[config.mk]
export PLATFORM = sky130hd
export DESIGN_NAME = vgm_command_stream_decoder
export DESIGN_NICKNAME = d
export VERILOG_FILES = /design/src/rtl/vcsd_pkg.sv /design/src/rtl/vcsd_cfg_regs.sv /design/src/rtl/vcsd_decoder.sv /design/src/rtl/vgm_command_stream_decoder.sv
export SDC_FILE = /design/constraint.sdc
export NUM_CORES = 1
export LEC_CHECK = 0
export ABC_CLOCK_PERIOD_IN_PS = 3100
export BUFFER_PORTS_ARGS = -buffer_cell sky130_fd_sc_hd__clkbuf_2
export CORE_MARGIN = 2
export CORE_UTILIZATION = 52
export CTS_CLUSTER_DIAMETER = 50
export DETAILED_ROUTE_END_ITERATION = 10
export PLACE_DENSITY = 0.86
export SKIP_CTS_REPAIR_TIMING = 1
export SLEW_MARGIN = 10
export SYNTH_ARGS = -nofsm -noshare
export SYNTH_HDL_FRONTEND = slang
export SYNTH_SLANG_ARGS = --single-unit
[constraint.sdc]
create_clock -name i_clk -period 3.1 [get_ports i_clk]
set_input_delay 0.31 -clock i_clk [delete_from_list [all_inputs] [get_ports i_clk]]
set_output_delay 0.31 -clock i_clk [all_outputs]
set_load 0.05 [all_outputs]
[src/rtl/vcsd_pkg.sv]
`timescale 1ns / 1ps

package vcsd_pkg;

    localparam int CFG_INDEX_W = 3;
    localparam int CFG_DATA_W  = 32;

    localparam logic [CFG_INDEX_W-1:0] CFG_PSG_TO_AY   = 3'd0;
    localparam logic [CFG_INDEX_W-1:0] CFG_AY_TO_FM    = 3'd1;
    localparam logic [CFG_INDEX_W-1:0] CFG_OPN_TO_FM   = 3'd2;
    localparam logic [CFG_INDEX_W-1:0] CFG_SOURCE_KIND = 3'd3;
    localparam logic [CFG_INDEX_W-1:0] CFG_LOOP_START  = 3'd4;
    localparam logic [CFG_INDEX_W-1:0] CFG_LOOP_LIMIT  = 3'd5;
    localparam logic [CFG_INDEX_W-1:0] CFG_WAIT_ONE    = 3'd6;
    localparam logic [CFG_INDEX_W-1:0] CFG_WAIT_TWO    = 3'd7;

    localparam logic [1:0] SRC_OPN2  = 2'd0;
    localparam logic [1:0] SRC_OPN   = 2'd1;
    localparam logic [1:0] SRC_OPNA  = 2'd2;
    localparam logic [1:0] SRC_OTHER = 2'd3;

    localparam logic [15:0] WAIT_ONE_RESET = 16'd735;
    localparam logic [15:0] WAIT_TWO_RESET = 16'd882;

    localparam logic [7:0] OP_PSG       = 8'h50;
    localparam logic [7:0] OP_AY        = 8'hA0;
    localparam logic [7:0] OP_OPN2_P0   = 8'h52;
    localparam logic [7:0] OP_OPN2_P1   = 8'h53;
    localparam logic [7:0] OP_OPM       = 8'h54;
    localparam logic [7:0] OP_OPN       = 8'h55;
    localparam logic [7:0] OP_OPNA_P0   = 8'h56;
    localparam logic [7:0] OP_OPNA_P1   = 8'h57;
    localparam logic [7:0] OP_WAIT_WORD = 8'h61;
    localparam logic [7:0] OP_WAIT_ONE  = 8'h62;
    localparam logic [7:0] OP_WAIT_TWO  = 8'h63;
    localparam logic [7:0] OP_END       = 8'h66;
    localparam logic [3:0] OP_SHORT_HI  = 4'h7;
    localparam logic [3:0] SHORT_MASK   = 4'hF;

    localparam logic [1:0] KIND_WRITE = 2'd0;
    localparam logic [1:0] KIND_WAIT  = 2'd1;
    localparam logic [1:0] KIND_JUMP  = 2'd2;
    localparam logic [1:0] KIND_STOP  = 2'd3;

    localparam logic [3:0] TGT_PSG       = 4'd0;
    localparam logic [3:0] TGT_PSG_TO_AY = 4'd1;
    localparam logic [3:0] TGT_AY        = 4'd2;
    localparam logic [3:0] TGT_AY_TO_FM  = 4'd3;
    localparam logic [3:0] TGT_OPN2      = 4'd4;
    localparam logic [3:0] TGT_OPM       = 4'd5;
    localparam logic [3:0] TGT_OPN       = 4'd6;
    localparam logic [3:0] TGT_OPNA      = 4'd7;
    localparam logic [3:0] TGT_OPN_TO_FM = 4'd8;

    localparam logic [15:0] PASS_MAX = 16'hFFFF;

    typedef struct packed {
        logic        psg_to_ay_enable;
        logic        ay_to_fm_enable;
        logic        opn_to_fm_enable;
        logic [1:0]  source_chip_kind;
        logic [31:0] loop_start_offset;
        logic [15:0] loop_limit;
        logic [15:0] wait_one_samples;
        logic [15:0] wait_two_samples;
    } t_cfg;

    typedef struct packed {
        logic [1:0]  result_kind;
        logic [3:0]  write_target;
        logic        write_port;
        logic [7:0]  register_address;
        logic [7:0]  register_data;
        logic [15:0] wait_count;
        logic [31:0] jump_offset;
    } t_result;

endpackage

[src/rtl/vcsd_cfg_regs.sv]
`timescale 1ns / 1ps

module vcsd_cfg_regs
    import vcsd_pkg::*;
(
    input  logic                   i_clk,
    input  logic                   i_rst_n,
    input  logic                   i_cfg_we,
    input  logic [CFG_INDEX_W-1:0] i_cfg_index,
    input  logic [CFG_DATA_W-1:0]  i_cfg_data,
    output t_cfg                   o_cfg
);

    t_cfg r_cfg;
    t_cfg n_cfg;

    always_comb begin
        n_cfg = r_cfg;
        if (i_cfg_we) begin
            case (i_cfg_index)
                CFG_PSG_TO_AY:   n_cfg.psg_to_ay_enable  = i_cfg_data[0];
                CFG_AY_TO_FM:    n_cfg.ay_to_fm_enable   = i_cfg_data[0];
                CFG_OPN_TO_FM:   n_cfg.opn_to_fm_enable  = i_cfg_data[0];
                CFG_SOURCE_KIND: n_cfg.source_chip_kind  = i_cfg_data[1:0];
                CFG_LOOP_START:  n_cfg.loop_start_offset = i_cfg_data[31:0];
                CFG_LOOP_LIMIT:  n_cfg.loop_limit        = i_cfg_data[15:0];
                CFG_WAIT_ONE:    n_cfg.wait_one_samples  = i_cfg_data[15:0];
                CFG_WAIT_TWO:    n_cfg.wait_two_samples  = i_cfg_data[15:0];
                default:         n_cfg = r_cfg;
            endcase
        end
    end

    always_ff @(posedge i_clk) begin
        if (!i_rst_n) begin
            r_cfg.psg_to_ay_enable  <= 1'b0;
            r_cfg.ay_to_fm_enable   <= 1'b0;
            r_cfg.opn_to_fm_enable  <= 1'b0;
            r_cfg.source_chip_kind  <= SRC_OTHER;
            r_cfg.loop_start_offset <= '0;
            r_cfg.loop_limit        <= '0;
            r_cfg.wait_one_samples  <= WAIT_ONE_RESET;
            r_cfg.wait_two_samples  <= WAIT_TWO_RESET;
        end else begin
            r_cfg <= n_cfg;
        end
    end

    assign o_cfg = r_cfg;

endmodule

[src/rtl/vcsd_decoder.sv]
`timescale 1ns / 1ps

module vcsd_decoder
    import vcsd_pkg::*;
(
    input  logic       i_clk,
    input  logic       i_rst_n,
    input  t_cfg       i_cfg,
    input  logic       i_fire,
    input  logic [7:0] i_byte,
    input  logic       i_ended,
    output logic       o_has_result,
    output t_result    o_result
);

    typedef enum logic [1:0] {
        PH_OPCODE = 2'd0,
        PH_FIRST  = 2'd1,
        PH_SECOND = 2'd2
    } t_phase;

    t_phase      r_phase;
    t_phase      n_phase;
    logic [7:0]  r_opcode;
    logic [7:0]  n_opcode;
    logic [7:0]  r_operand;
    logic [7:0]  n_operand;
    logic [15:0] r_pass_count;
    logic [15:0] n_pass_count;
    logic        r_stopped;
    logic        n_stopped;

    logic        has;
    t_result     res;
    logic        loop_ok;

    assign loop_ok = (i_cfg.loop_start_offset != '0) &&
                     ((i_cfg.loop_limit == '0) || (r_pass_count < i_cfg.loop_limit));

    always_comb begin
        n_phase      = r_phase;
        n_opcode     = r_opcode;
        n_operand    = r_operand;
        n_pass_count = r_pass_count;
        n_stopped    = r_stopped;
        has          = 1'b0;
        res          = '0;
        if (r_stopped) begin
            has = 1'b0;
        end else if (i_ended) begin
            n_stopped       = 1'b1;
            n_phase         = PH_OPCODE;
            has             = 1'b1;
            res.result_kind = KIND_STOP;
        end else begin
            case (r_phase)
                PH_FIRST: begin
                    if (r_opcode == OP_PSG) begin
                        n_phase           = PH_OPCODE;
                        has               = 1'b1;
                        res.result_kind   = KIND_WRITE;
                        res.write_target  = i_cfg.psg_to_ay_enable ? TGT_PSG_TO_AY : TGT_PSG;
                        res.register_data = i_byte;
                    end else begin
                        n_operand = i_byte;
                        n_phase   = PH_SECOND;
                    end
                end
                PH_SECOND: begin
                    n_phase              = PH_OPCODE;
                    has                  = 1'b1;
                    res.result_kind      = KIND_WRITE;
                    res.register_address = r_operand;
                    res.register_data    = i_byte;
                    case (r_opcode)
                        OP_AY: begin
                            res.write_target = i_cfg.ay_to_fm_enable ? TGT_AY_TO_FM : TGT_AY;
                        end
                        OP_OPN2_P0, OP_OPN2_P1: begin
                            res.write_target = (i_cfg.opn_to_fm_enable &&
                                (i_cfg.source_chip_kind == SRC_OPN2)) ? TGT_OPN_TO_FM : TGT_OPN2;
                            res.write_port   = r_opcode[0];
                        end
                        OP_OPM: begin
                            res.write_target = TGT_OPM;
                        end
                        OP_OPN: begin
                            res.write_target = (i_cfg.opn_to_fm_enable &&
                                (i_cfg.source_chip_kind == SRC_OPN)) ? TGT_OPN_TO_FM : TGT_OPN;
                        end
                        OP_OPNA_P0, OP_OPNA_P1: begin
                            res.write_target = (i_cfg.opn_to_fm_enable &&
                                (i_cfg.source_chip_kind == SRC_OPNA)) ? TGT_OPN_TO_FM : TGT_OPNA;
                            res.write_port   = r_opcode[0];
                        end
                        OP_WAIT_WORD: begin
                            res             = '0;
                            res.result_kind = KIND_WAIT;
                            res.wait_count  = {i_byte, r_operand};
                        end
                        default: begin
                            has = 1'b0;
                            res = '0;
                        end
                    endcase
                end
                PH_OPCODE: begin
                    case (i_byte)
                        OP_PSG, OP_AY, OP_OPN2_P0, OP_OPN2_P1, OP_OPM,
                        OP_OPN, OP_OPNA_P0, OP_OPNA_P1, OP_WAIT_WORD: begin
                            n_opcode = i_byte;
                            n_phase  = PH_FIRST;
                        end
                        OP_WAIT_ONE: begin
                            has             = 1'b1;
                            res.result_kind = KIND_WAIT;
                            res.wait_count  = i_cfg.wait_one_samples;
                        end
                        OP_WAIT_TWO: begin
                            has             = 1'b1;
                            res.result_kind = KIND_WAIT;
                            res.wait_count  = i_cfg.wait_two_samples;
                        end
                        OP_END: begin
                            has = 1'b1;
                            if (loop_ok) begin
                                if (r_pass_count < PASS_MAX) begin
                                    n_pass_count = r_pass_count + 16'd1;
                                end
                                res.result_kind = KIND_JUMP;
                                res.jump_offset = i_cfg.loop_start_offset;
                            end else begin
                                n_stopped       = 1'b1;
                                res.result_kind = KIND_STOP;
                            end
                        end
                        default: begin
                            if (i_byte[7:4] == OP_SHORT_HI) begin
                                has             = 1'b1;
                                res.result_kind = KIND_WAIT;
                                res.wait_count  = {12'd0, i_byte[3:0] & SHORT_MASK} + 16'd1;
                            end
                        end
                    endcase
                end
                default: begin
                    n_phase = PH_OPCODE;
                end
            endcase
        end
    end

    always_ff @(posedge i_clk) begin
        if (!i_rst_n) begin
            r_phase      <= PH_OPCODE;
            r_opcode     <= '0;
            r_operand    <= '0;
            r_pass_count <= 16'd1;
            r_stopped    <= 1'b0;
        end else if (i_fire) begin
            r_phase      <= n_phase;
            r_opcode     <= n_opcode;
            r_operand    <= n_operand;
            r_pass_count <= n_pass_count;
            r_stopped    <= n_stopped;
        end
    end

    assign o_has_result = has;
    assign o_result     = res;

endmodule

[src/rtl/vgm_command_stream_decoder.sv]
`timescale 1ns / 1ps

// Command stream decoder for VGM sound data.
// The input channel carries one stream word per transfer: a command byte plus a
// flag that marks the end of the available data. The output channel carries at
// most one result per input word: a chip register write, a wait, a loop jump or
// a stop. Both channels use valid and stall; a word moves when valid is high and
// stall is low.
// Each input word is captured in an input register, decoded combinationally and
// written to the output register, so a result becomes valid once its input
// word has passed through both registers. One word is taken per cycle while the
// output side is not stalled; opcode and operand bytes each count as one word.
// When the receiver stalls with a result pending, the input register holds its
// word and the input stall rises; no word or result is lost.
// Synchronous reset empties both registers, restores the register defaults and
// returns the parser to the opcode phase with playback enabled. After a stop,
// further input words are consumed without results until the next reset.
// Configuration registers are written through a simple write port and must only
// change while the block is idle.

module vgm_command_stream_decoder
    import vcsd_pkg::*;
(
    input  logic                   i_clk,
    input  logic                   i_rst_n,
    input  logic                   i_cfg_we,
    input  logic [CFG_INDEX_W-1:0] i_cfg_index,
    input  logic [CFG_DATA_W-1:0]  i_cfg_data,
    input  logic                   i_in_valid,
    output logic                   o_in_stall,
    input  logic [7:0]             i_stream_byte,
    input  logic                   i_stream_ended,
    output logic                   o_out_valid,
    input  logic                   i_out_stall,
    output logic [1:0]             o_result_kind,
    output logic [3:0]             o_write_target,
    output logic                   o_write_port,
    output logic [7:0]             o_register_address,
    output logic [7:0]             o_register_data,
    output logic [15:0]            o_wait_count,
    output logic [31:0]            o_jump_offset
);

    t_cfg       cfg;
    logic       r_in_valid;
    logic [7:0] r_in_byte;
    logic       r_in_ended;
    logic       r_out_valid;
    t_result    r_out;
    logic       advance;
    logic       has_result;
    t_result    result;

    vcsd_cfg_regs u_cfg_regs (
        .i_clk       (i_clk),
        .i_rst_n     (i_rst_n),
        .i_cfg_we    (i_cfg_we),
        .i_cfg_index (i_cfg_index),
        .i_cfg_data  (i_cfg_data),
        .o_cfg       (cfg)
    );

    assign advance    = r_in_valid && (!r_out_valid || !i_out_stall);
    assign o_in_stall = r_in_valid && !advance;

    vcsd_decoder u_decoder (
        .i_clk        (i_clk),
        .i_rst_n      (i_rst_n),
        .i_cfg        (cfg),
        .i_fire       (advance),
        .i_byte       (r_in_byte),
        .i_ended      (r_in_ended),
        .o_has_result (has_result),
        .o_result     (result)
    );

    always_ff @(posedge i_clk) begin
        if (!i_rst_n) begin
            r_in_valid <= 1'b0;
        end else if (!o_in_stall) begin
            r_in_valid <= i_in_valid;
        end
    end

    always_ff @(posedge i_clk) begin
        if (i_in_valid && !o_in_stall) begin
            r_in_byte  <= i_stream_byte;
            r_in_ended <= i_stream_ended;
        end
    end

    always_ff @(posedge i_clk) begin
        if (!i_rst_n) begin
            r_out_valid <= 1'b0;
        end else if (advance) begin
            r_out_valid <= has_result;
        end else if (!i_out_stall) begin
            r_out_valid <= 1'b0;
        end
    end

    always_ff @(posedge i_clk) begin
        if (advance) begin
            r_out <= result;
        end
    end

    assign o_out_valid        = r_out_valid;
    assign o_result_kind      = r_out.result_kind;
    assign o_write_target     = r_out.write_target;
    assign o_write_port       = r_out.write_port;
    assign o_register_address = r_out.register_address;
    assign o_register_data    = r_out.register_data;
    assign o_wait_count       = r_out.wait_count;
    assign o_jump_offset      = r_out.jump_offset;

    a_stall_only_when_blocked: assert property (@(posedge i_clk) disable iff (!i_rst_n)
        o_in_stall |-> (o_out_valid && i_out_stall))
        else $error("input stalled while the output register could take a word");

    a_wait_fields_clean: assert property (@(posedge i_clk) disable iff (!i_rst_n)
        (o_out_valid && (o_result_kind == KIND_WAIT)) |->
        ((o_write_target == TGT_PSG) && (o_register_address == 8'd0) &&
         (o_register_data == 8'd0) && (o_jump_offset == 32'd0)))
        else $error("wait result carries write or jump fields");

    a_quiet_after_stop: assert property (@(posedge i_clk) disable iff (!i_rst_n)
        (o_out_valid && !i_out_stall && (o_result_kind == KIND_STOP)) |=> !o_out_valid)
        else $error("result produced after a stop");

endmodule

==> results.json, run 1 <==
{
  "outcome": "finished, violations left",
  "violations": "negative hold slack",
  "start_util_pct": 53.08,
  "fp.dieArea_mm2": 0.01792,
  "p_seq_share_pct": 49.7,
  "synth_edf_count": 80,
  "vias": 7325,
  "rrSetupSlack_ns": 0.34,
  "grt_usage_pct": 22.90,
  "die_h_um": 133.9,
  "first_iter_violations": 744,
  "cts_tree": "yes",
  "htreeDepth": 1,
  "setup_violations": 0,
  "critical-path-top-delay-family": "simple AND/OR/NAND/NOR gates",
  "wl_um": 21020,
  "grt_pass1_vias": 6843,
  "critPathSlowestCell": "edfxtp_1",
  "fin_crit_ns": 2.756,
  "yosys.area.top_type": "dfxtp_1",
  "syn_to_final_growth_pct": 17.32,
  "endpoint_kind": "register",
  "ant_nets": 0,
  "grt_max_degree": 72,
  "cp_max_fo": 11,
  "layout_commonest_cell": "nand2_1",
  "grt_pass1_wl_um": 33290,
  "crit_top_cell": "nor2_1",
  "final_layout_size_suffix_gt1_share_pct": 16.85,
  "synth.cell_area_mm2": 0.008771,
  "tns_ns": 0,
  "skew_ns": 0.01042,
  "internal_power_mw": 4.420,
  "ys_ff_latch": 202,
  "syn_nets": 1018,
  "max_freq_mhz": 362.9,
  "worstMarginPinSlew_ns": 0.9405,
  "crit_chain": "ha_1 > a2111oi_0 > or4_1 > o311ai_1 > nand2_1 > nor2_1 > a21oi_1 > nor2_1",
  "rsz0062_at_grt": "false",
  "slowest_delay_ns": 0.57,
  "path_buf_inv": 0,
  "finalCritPeriodShare_pct": 88.90,
  "clkPwrFrac_pct": 42.5,
  "drtPass1Iterations": 6,
  "core.rowCount": 47,
  "start_kind": "register",
  "antenna_found_initial": 0,
  "cp-startpoint": "r_in_byte[1]",
  "switching_power_mw": 1.371,
  "min_path_type": "input port to register",
  "whs_ns": -0.0004091,
  "drc": 0,
  "synth-main-ff-cell": "dfxtp_1",
  "diodes": 0,
  "ioPinCount": 122,
  "hold_violations": 2,
  "comb_power_share_pct": 7.8,
  "design.core.area_mm2": 0.01652,
  "async_flop_share_pct": 0,
  "crit_type": "register to register",
  "dp_hpwl_um": 14240,
  "clockBufferDepth": 3,
  "yosys_warnings": 0,
  "swShare_pct": 23.68,
  "die_w_um": 133.9,
  "ir_worst_vdd_uv": 441.1,
  "clkTransAtPathRegs_ns": 0.06,
  "yosysUniqueCellTypes": 58,
  "power_leakage_nw": 3.934,
  "worstPathArrival_ns": 3.10,
  "cts_root_buf": "clkbuf_16",
  "max_cap_viol_count": 0,
  "yosysTopAreaCellShare_pct": 27.85,
  "overflow": 0,
  "timing.rr.start": "r_in_byte[1]",
  "wire_per_inst_um": 16.25,
  "portBuffers": 121,
  "final_cell_mix": "nand2_1, dfxtp_1, clkbuf_2",
  "power_density_mw_per_mm2": 562.8,
  "avgSynthCellArea_um2": 9.291,
  "hp-start": "i_stream_byte[5]",
  "required_ns": 3.44,
  "netlist_instances": 944,
  "seq_area_frac_synth_pct": 55.24,
  "drv_slew": 0,
  "synth.area.top_cells": "dfxtp_1, edfxtp_1, nand2_1, a21oi_1, ha_1",
  "slew_headroom_pct": 37.30,
  "via_per_inst": 5.661,
  "insertion_delay_ns": 0.49,
  "nets": 1134,
  "gp_congestion": 0.9769,
  "cts_buffers": 21,
  "numClockSinks": 202
}
-- stage by stage --
stage	util (%)	std cells	total power, mW	instance area [um^2]	setup slack, ns
3_3_place_gp	58.10	1255	3.368	9600	0.5719
2_1_floorplan	-	944	3.226	8775	0.2065
5_1_grt	62.27	1294	5.942	10290	0.1476
3_5_place_dp	58.10	1255	3.378	9600	0.4521
4_1_cts	62.15	1292	5.807	10270	0.4429
6_report	62.27	1294	5.791	10290	0.3442
-- cell usage after synthesis (all sizes together) (12+ instances only) --
library cell  number
mux2i             23
edfxtp            80
ha                25
inv               31
nand3             26
nor4              13
clkbuf            39
a21oi             99
nand4             12
nand2            215
nand2b            15
nor3              15
o21ai             20
nor2              74
dfxtp            122
and2              46
a22oi             20
-- layout make-up --
| cell class | instances | area [um^2] |
|---|---|---|
| inverter | 31 | 120.1 |
| multi-input combinational | 665 | 3635 |
| tap | 220 | 275.3 |
| sequential | 202 | 4845 |
| clock inverter | 6 | 85.08 |
| clock buffer | 31 | 584.3 |
| timing repair buffer | 139 | 745.7 |
| fill | 1288 | 6235 |
-- worst paths after layout --
path                                              to  depth (start not counted)
worst min register to register  u_cfg_regs.o_cfg[28]                          2
worst max register to register      o_wait_count[10]                          8
worst min-delay path                    r_in_byte[5]                          1
worst max-delay path                o_wait_count[10]                          8
-- sequential cells by signal, summed over array words and instances, names as in the netlist, 2 cells and up --
name,count
u_decoder.r_opcode,8
u_cfg_regs.o_cfg,85
o_result_kind,2
o_wait_count,16
u_decoder.r_operand,8
o_register_data,8
u_decoder.r_phase,2
o_register_address,8
u_decoder.r_pass_count,16
o_write_target,4
r_in_byte,8
o_jump_offset,32
-- kinds of logic after synthesis --
| family | synth area share, % |
|---|---|
| xor+xnor | 0.3995 |
| mux | 2.625 |
| buf+inv | 3.381 |
| simple gates | 24.34 |
| flops | 55.24 |
| compound gates | 10.46 |
| fa+ha+maj | 3.566 |
-- power groups by stage --
stage               registers, mW  logic, mW  clock network, mW
global route                 2.88      0.483               2.57
global placement             2.93      0.435                  0
detailed placement           2.93      0.443                  0
CTS                          2.88      0.446               2.48
finish                       2.88      0.451               2.46
floorplan                    3.05      0.174                  0
-- routing by layer --
layer / global-route usage [%] / routed length (um) / up-vias
met5: 0 / 0 / -
met4: 7.388 / 580 / 0
met3: 4.006 / 1810 / 62
met2: 38.40 / 10080 / 341
met1: 30.33 / 8548 / 3425
li1: - / - / 3497
No activity file was read; power rests on OpenSTA's default activity.
==> run 2: changes to the inputs <==
--- a/config.mk
+++ b/config.mk
@@ -12,6 +12,7 @@
 export CTS_CLUSTER_DIAMETER = 50
 export DETAILED_ROUTE_END_ITERATION = 10
 export PLACE_DENSITY = 0.86
+export REMOVE_ABC_BUFFERS = 1
 export SKIP_CTS_REPAIR_TIMING = 1
 export SLEW_MARGIN = 10
 export SYNTH_ARGS = -nofsm -noshare
==> run 2 against run 1 <==
  * Largest power group unchanged
  * Die area did not move
  * The run now ends clean
  * Highest routed layer unchanged
  * Core utilization rose by 0.67 points
  * Critical path depth up 1
  * Clock skew about the same
  * Sequential power about the same
==> results.json, run 2 (same netlist as run 1, synthesis figures left out) <==
{
  "start_kind": "register",
  "clkTransAtPathRegs_ns": 0.06,
  "numClockSinks": 202,
  "wl_um": 21520,
  "die_w_um": 133.9,
  "setup_violations": 0,
  "portBuffers": 121,
  "cts_buffers": 23,
  "cts_root_buf": "clkbuf_16",
  "rsz0062_at_grt": "false",
  "fin_crit_ns": 2.664,
  "drtPass1Iterations": 6,
  "antenna_found_initial": 0,
  "design.core.area_mm2": 0.01652,
  "finalCritPeriodShare_pct": 85.93,
  "critical-path-top-delay-family": "simple AND/OR/NAND/NOR gates",
  "outcome": "completed",
  "crit_chain": "inv_1 > ha_1 > a2111oi_0 > or4_1 > o311ai_1 > nand2_1 > nor2_1 > a21oi_1 > nor2_1",
  "whs_ns": 0.01375,
  "dp_hpwl_um": 14530,
  "required_ns": 3.45,
  "layout_commonest_cell": "nand2_1",
  "hold_violations": 0,
  "worstPathArrival_ns": 3.01,
  "worstMarginPinSlew_ns": 1.036,
  "slowest_delay_ns": 0.52,
  "htreeDepth": 1,
  "ir_worst_vdd_uv": 397.4,
  "critPathSlowestCell": "edfxtp_1",
  "start_util_pct": 53.08,
  "power_density_mw_per_mm2": 566.3,
  "largest_reg_flops": 85,
  "fill_cells": 1289,
  "drc": 0,
  "via_per_inst": 5.617,
  "crit_top_cell": "nor2_1",
  "path_buf_inv": 1,
  "clockBufferDepth": 3,
  "gp_congestion": 0.9025,
  "totalPowerFinal_mw": 5.890,
  "ant_nets": 0,
  "drv_slew": 0,
  "vias": 7336,
  "crit_type": "register to register",
  "wire_per_inst_um": 16.48,
  "endpoint_kind": "register",
  "first_iter_violations": 789,
  "diodes": 0,
  "nets": 1143,
  "overflow": 0,
  "slew_headroom_pct": 30.71,
  "core.rowCount": 47,
  "grt_max_degree": 72,
  "die_h_um": 133.9,
  "final_cell_mix": "nand2_1, dfxtp_1, clkbuf_2",
  "insertion_delay_ns": 0.50,
  "ioPinCount": 122,
  "syn_to_final_growth_pct": 18.57,
  "cp_max_fo": 11,
  "final_layout_size_suffix_gt1_share_pct": 17.50,
  "grt_pass1_vias": 6761,
  "skew_ns": 0.01065,
  "cts_tree": "yes",
  "rrSetupSlack_ns": 0.44,
  "power_leakage_nw": 3.998,
  "min_path_type": "input port to register",
  "grt_pass1_wl_um": 33870,
  "fp.dieArea_mm2": 0.01792,
  "max_cap_viol_count": 0,
  "max_freq_mhz": 375.4,
  "grt_usage_pct": 23.37
}
[run 2: area by class of cell]
type                       instances  area (um^2)  share of cell area (%)
timing repair buffer             146        813.3                   7.820
clock buffer                      28        594.3                   5.715
sequential                       202         4845                   46.58
multi-input combinational        665         3635                   34.95
tap                              220        275.3                   2.647
inverter                          31        116.4                   1.119
clock inverter                    14        121.4                   1.167
[run 2: worst register-to-register path, delay by kind of cell, from the launching register on]
family          cells  cell delay (ns)
flops               1             0.52
simple gates        4             1.26
buf+inv             1             0.16
fa+ha+maj           1             0.21
compound gates      3             0.38
[run 2: routing by layer]
| layer | routed length [um] | GRT usage [%] | up-vias |
|---|---|---|---|
| li1 | - | - | 3518 |
| met1 | 8753 | 31.62 | 3401 |
| met2 | 10300 | 38.60 | 361 |
| met3 | 1880 | 3.704 | 56 |
| met4 | 579 | 7.683 | 0 |
| met5 | 0 | 0 | - |
[run 2: path summary, 6_finish.rpt]
| kind | startpoint | depth (start not counted) | end |
|---|---|---|---|
| setup / recovery | r_in_byte[0] | 9 | o_wait_count[15] |
| hold / removal | i_stream_byte[6] | 1 | r_in_byte[6] |
| setup reg to reg | r_in_byte[0] | 9 | o_wait_count[15] |
| hold reg to reg | u_cfg_regs.o_cfg[0] | 2 | u_cfg_regs.o_cfg[0] |
[run 2: per-stage QoR]
stage                     utilization, %  cell area, um^2  cells  setup TNS (ns)  worst slack [ns]
after CTS                          62.45            10320   1298               0            0.4730
after global placement             58.12             9604   1256               0            0.6086
after global routing               62.94            10400   1306               0            0.2364
after detailed placement           58.12             9604   1256               0            0.4881
after floorplan                        -             8591    898          -13.01           -0.7187
final                              62.94            10400   1306               0            0.4361
[run 2: report_power, final]
group	switching, mW	internal [mW]
Sequential	0.0462	2.83
Combinational	0.343	0.120
Clock	1.08	1.47
==> run 3: changes to the inputs <==
--- a/config.mk
+++ b/config.mk
@@ -6,7 +6,8 @@
 export NUM_CORES = 1
 export LEC_CHECK = 0
 export ABC_CLOCK_PERIOD_IN_PS = 3100
-export BUFFER_PORTS_ARGS = -buffer_cell sky130_fd_sc_hd__clkbuf_2
+export BUFFER_PORTS_ARGS = -buffer_cell sky130_fd_sc_hd__buf_2
+export CAP_MARGIN = 20
 export CORE_MARGIN = 2
 export CORE_UTILIZATION = 52
 export CTS_CLUSTER_DIAMETER = 50
@@ -14,7 +15,6 @@
 export PLACE_DENSITY = 0.86
 export REMOVE_ABC_BUFFERS = 1
 export SKIP_CTS_REPAIR_TIMING = 1
-export SLEW_MARGIN = 10
 export SYNTH_ARGS = -nofsm -noshare
 export SYNTH_HDL_FRONTEND = slang
 export SYNTH_SLANG_ARGS = --single-unit
==> run 3 against run 2 <==
  * Clock-buffer cell count is the same
  * Flip-flop and latch count is the same
  * Via count shrank 1.2%
  * Clock power grew 4%
  * Setup slack gained 0.0029 ns
  * Die area is the same
  * Total power grew 1.6%
  * Global-route usage shrank 0.056 points
==> results.json, run 3 (same netlist as run 1, synthesis figures left out) <==
{
  "dp_hpwl_um": 14550,
  "ioPinCount": 122,
  "gp_congestion": 0.9261,
  "ant_nets": 0,
  "drtPass1Iterations": 5,
  "grt_pass1_wl_um": 34200,
  "whs_ns": 0.006195,
  "cts_tree": "yes",
  "fin_crit_ns": 2.661,
  "cp-startpoint": "r_in_byte[0]",
  "max_freq_mhz": 375.8,
  "core.rowCount": 47,
  "start_kind": "register",
  "insertion_delay_ns": 0.49,
  "hp-start": "i_stream_byte[4]",
  "hold_violations": 0,
  "cp-endpoint": "o_wait_count[15]",
  "max_cap_viol_count": 0,
  "min_path_type": "input port to register",
  "cts_root_buf": "clkbuf_16",
  "wire_per_inst_um": 16.26,
  "setup_violations": 0,
  "die_h_um": 133.9,
  "grt_max_degree": 72,
  "drv_slew": 0,
  "worstMarginPinSlew_ns": 0.9599,
  "start_util_pct": 53.08,
  "power_leakage_nw": 3.959,
  "skew_ns": 0.009753,
  "r2r-end": "o_wait_count[15]",
  "endpoint_kind": "register",
  "slew_headroom_pct": 35.77,
  "vias": 7246,
  "clkTransAtPathRegs_ns": 0.06,
  "via_per_inst": 5.582,
  "first_iter_violations": 732,
  "numClockSinks": 202,
  "ir_worst_vdd_uv": 380.8,
  "drc": 0,
  "die_w_um": 133.9,
  "layout_commonest_cell": "nand2_1",
  "largest_reg_flops": 85,
  "seq_area_mm2": 0.004845,
  "syn_to_final_growth_pct": 18.29,
  "grt_usage_pct": 23.31,
  "finalCritPeriodShare_pct": 85.84,
  "crit_type": "register to register",
  "final_cell_mix": "nand2_1, dfxtp_1, buf_2",
  "clockBufferDepth": 3,
  "htreeDepth": 1,
  "fill_cells": 1295,
  "portBuffers": 121,
  "rrSetupSlack_ns": 0.44,
  "rsz0062_at_grt": "false",
  "fp.dieArea_mm2": 0.01792,
  "required_ns": 3.44,
  "timing.rr.start": "r_in_byte[0]",
  "power_density_mw_per_mm2": 576.6,
  "grt_pass1_vias": 6893,
  "cts_buffers": 20,
  "design_area_mm2": 0.01038,
  "cp_max_fo": 11,
  "design.core.area_mm2": 0.01652,
  "wl_um": 21100,
  "placed_cell_area_mm2": 0.009604,
  "multi_input_area_mm2": 0.003635,
  "overflow": 0,
  "final_layout_size_suffix_gt1_share_pct": 16.90,
  "final_util_pct": 62.78,
  "reg2reg_depth": 9,
  "nets": 1137,
  "outcome": "completed",
  "worstPathArrival_ns": 3.00,
  "antenna_found_initial": 1
}
[run 3: worst max-delay path, stage by stage, from the launching register on]
cell,delay [ns]
edfxtp_1,0.53
inv_1,0.17
ha_1,0.22
a2111oi_0,0.08
or4_1,0.47
o311ai_1,0.25
nand2_1,0.41
nor2_1,0.20
a21oi_1,0.06
nor2_1,0.13
[run 3: worst min path at each step]
| stage | to | depth (start not counted) |
|---|---|---|
| CTS | r_in_ended | 1 |
| finish | r_in_byte[4] | 1 |
| detailed placement | u_cfg_regs.o_cfg[12] | 2 |
| global route | r_in_byte[0] | 1 |
| global placement | u_cfg_regs.o_cfg[14] | 2 |
| floorplan | u_cfg_regs.o_cfg[80] | 1 |
[run 3: stage by stage]
step | worst slack [ns] | total power, mW | cells | TNS (ns)
global placement | 0.6194 | 3.373 | 1256 | 0
finish | 0.4390 | 5.982 | 1298 | 0
detailed placement | 0.5362 | 3.380 | 1256 | 0
global route | 0.2114 | 6.142 | 1297 | 0
CTS | 0.4708 | 5.989 | 1292 | 0
floorplan | -0.7187 | 3.211 | 898 | -13.01
[run 3: area by class of cell]
class / count / share of cell area, %
sequential: 202 / 46.70
inverter: 31 / 1.122
multi-input combinational: 665 / 35.03
antenna: 1 / 0.02412
clock inverter: 8 / 1.604
clock buffer: 28 / 5.318
timing repair buffer: 143 / 7.549
tap: 220 / 2.653
[run 3: per-layer routing]
metal | global-route usage (%) | wire (um)
met1 | 31.22 | 8768
met4 | 8.097 | 620
met3 | 4.119 | 1801
met5 | 0 | 0
met2 | 38.35 | 9909
[run 3: power by group]
| part | switching (mW) | internal (mW) | total, mW |
|---|---|---|---|
| logic | 0.342 | 0.118 | 0.460 |
| registers | 0.0453 | 2.83 | 2.88 |
| clock network | 0.985 | 1.66 | 2.65 |
| total | 1.37 | 4.61 | 5.98 |
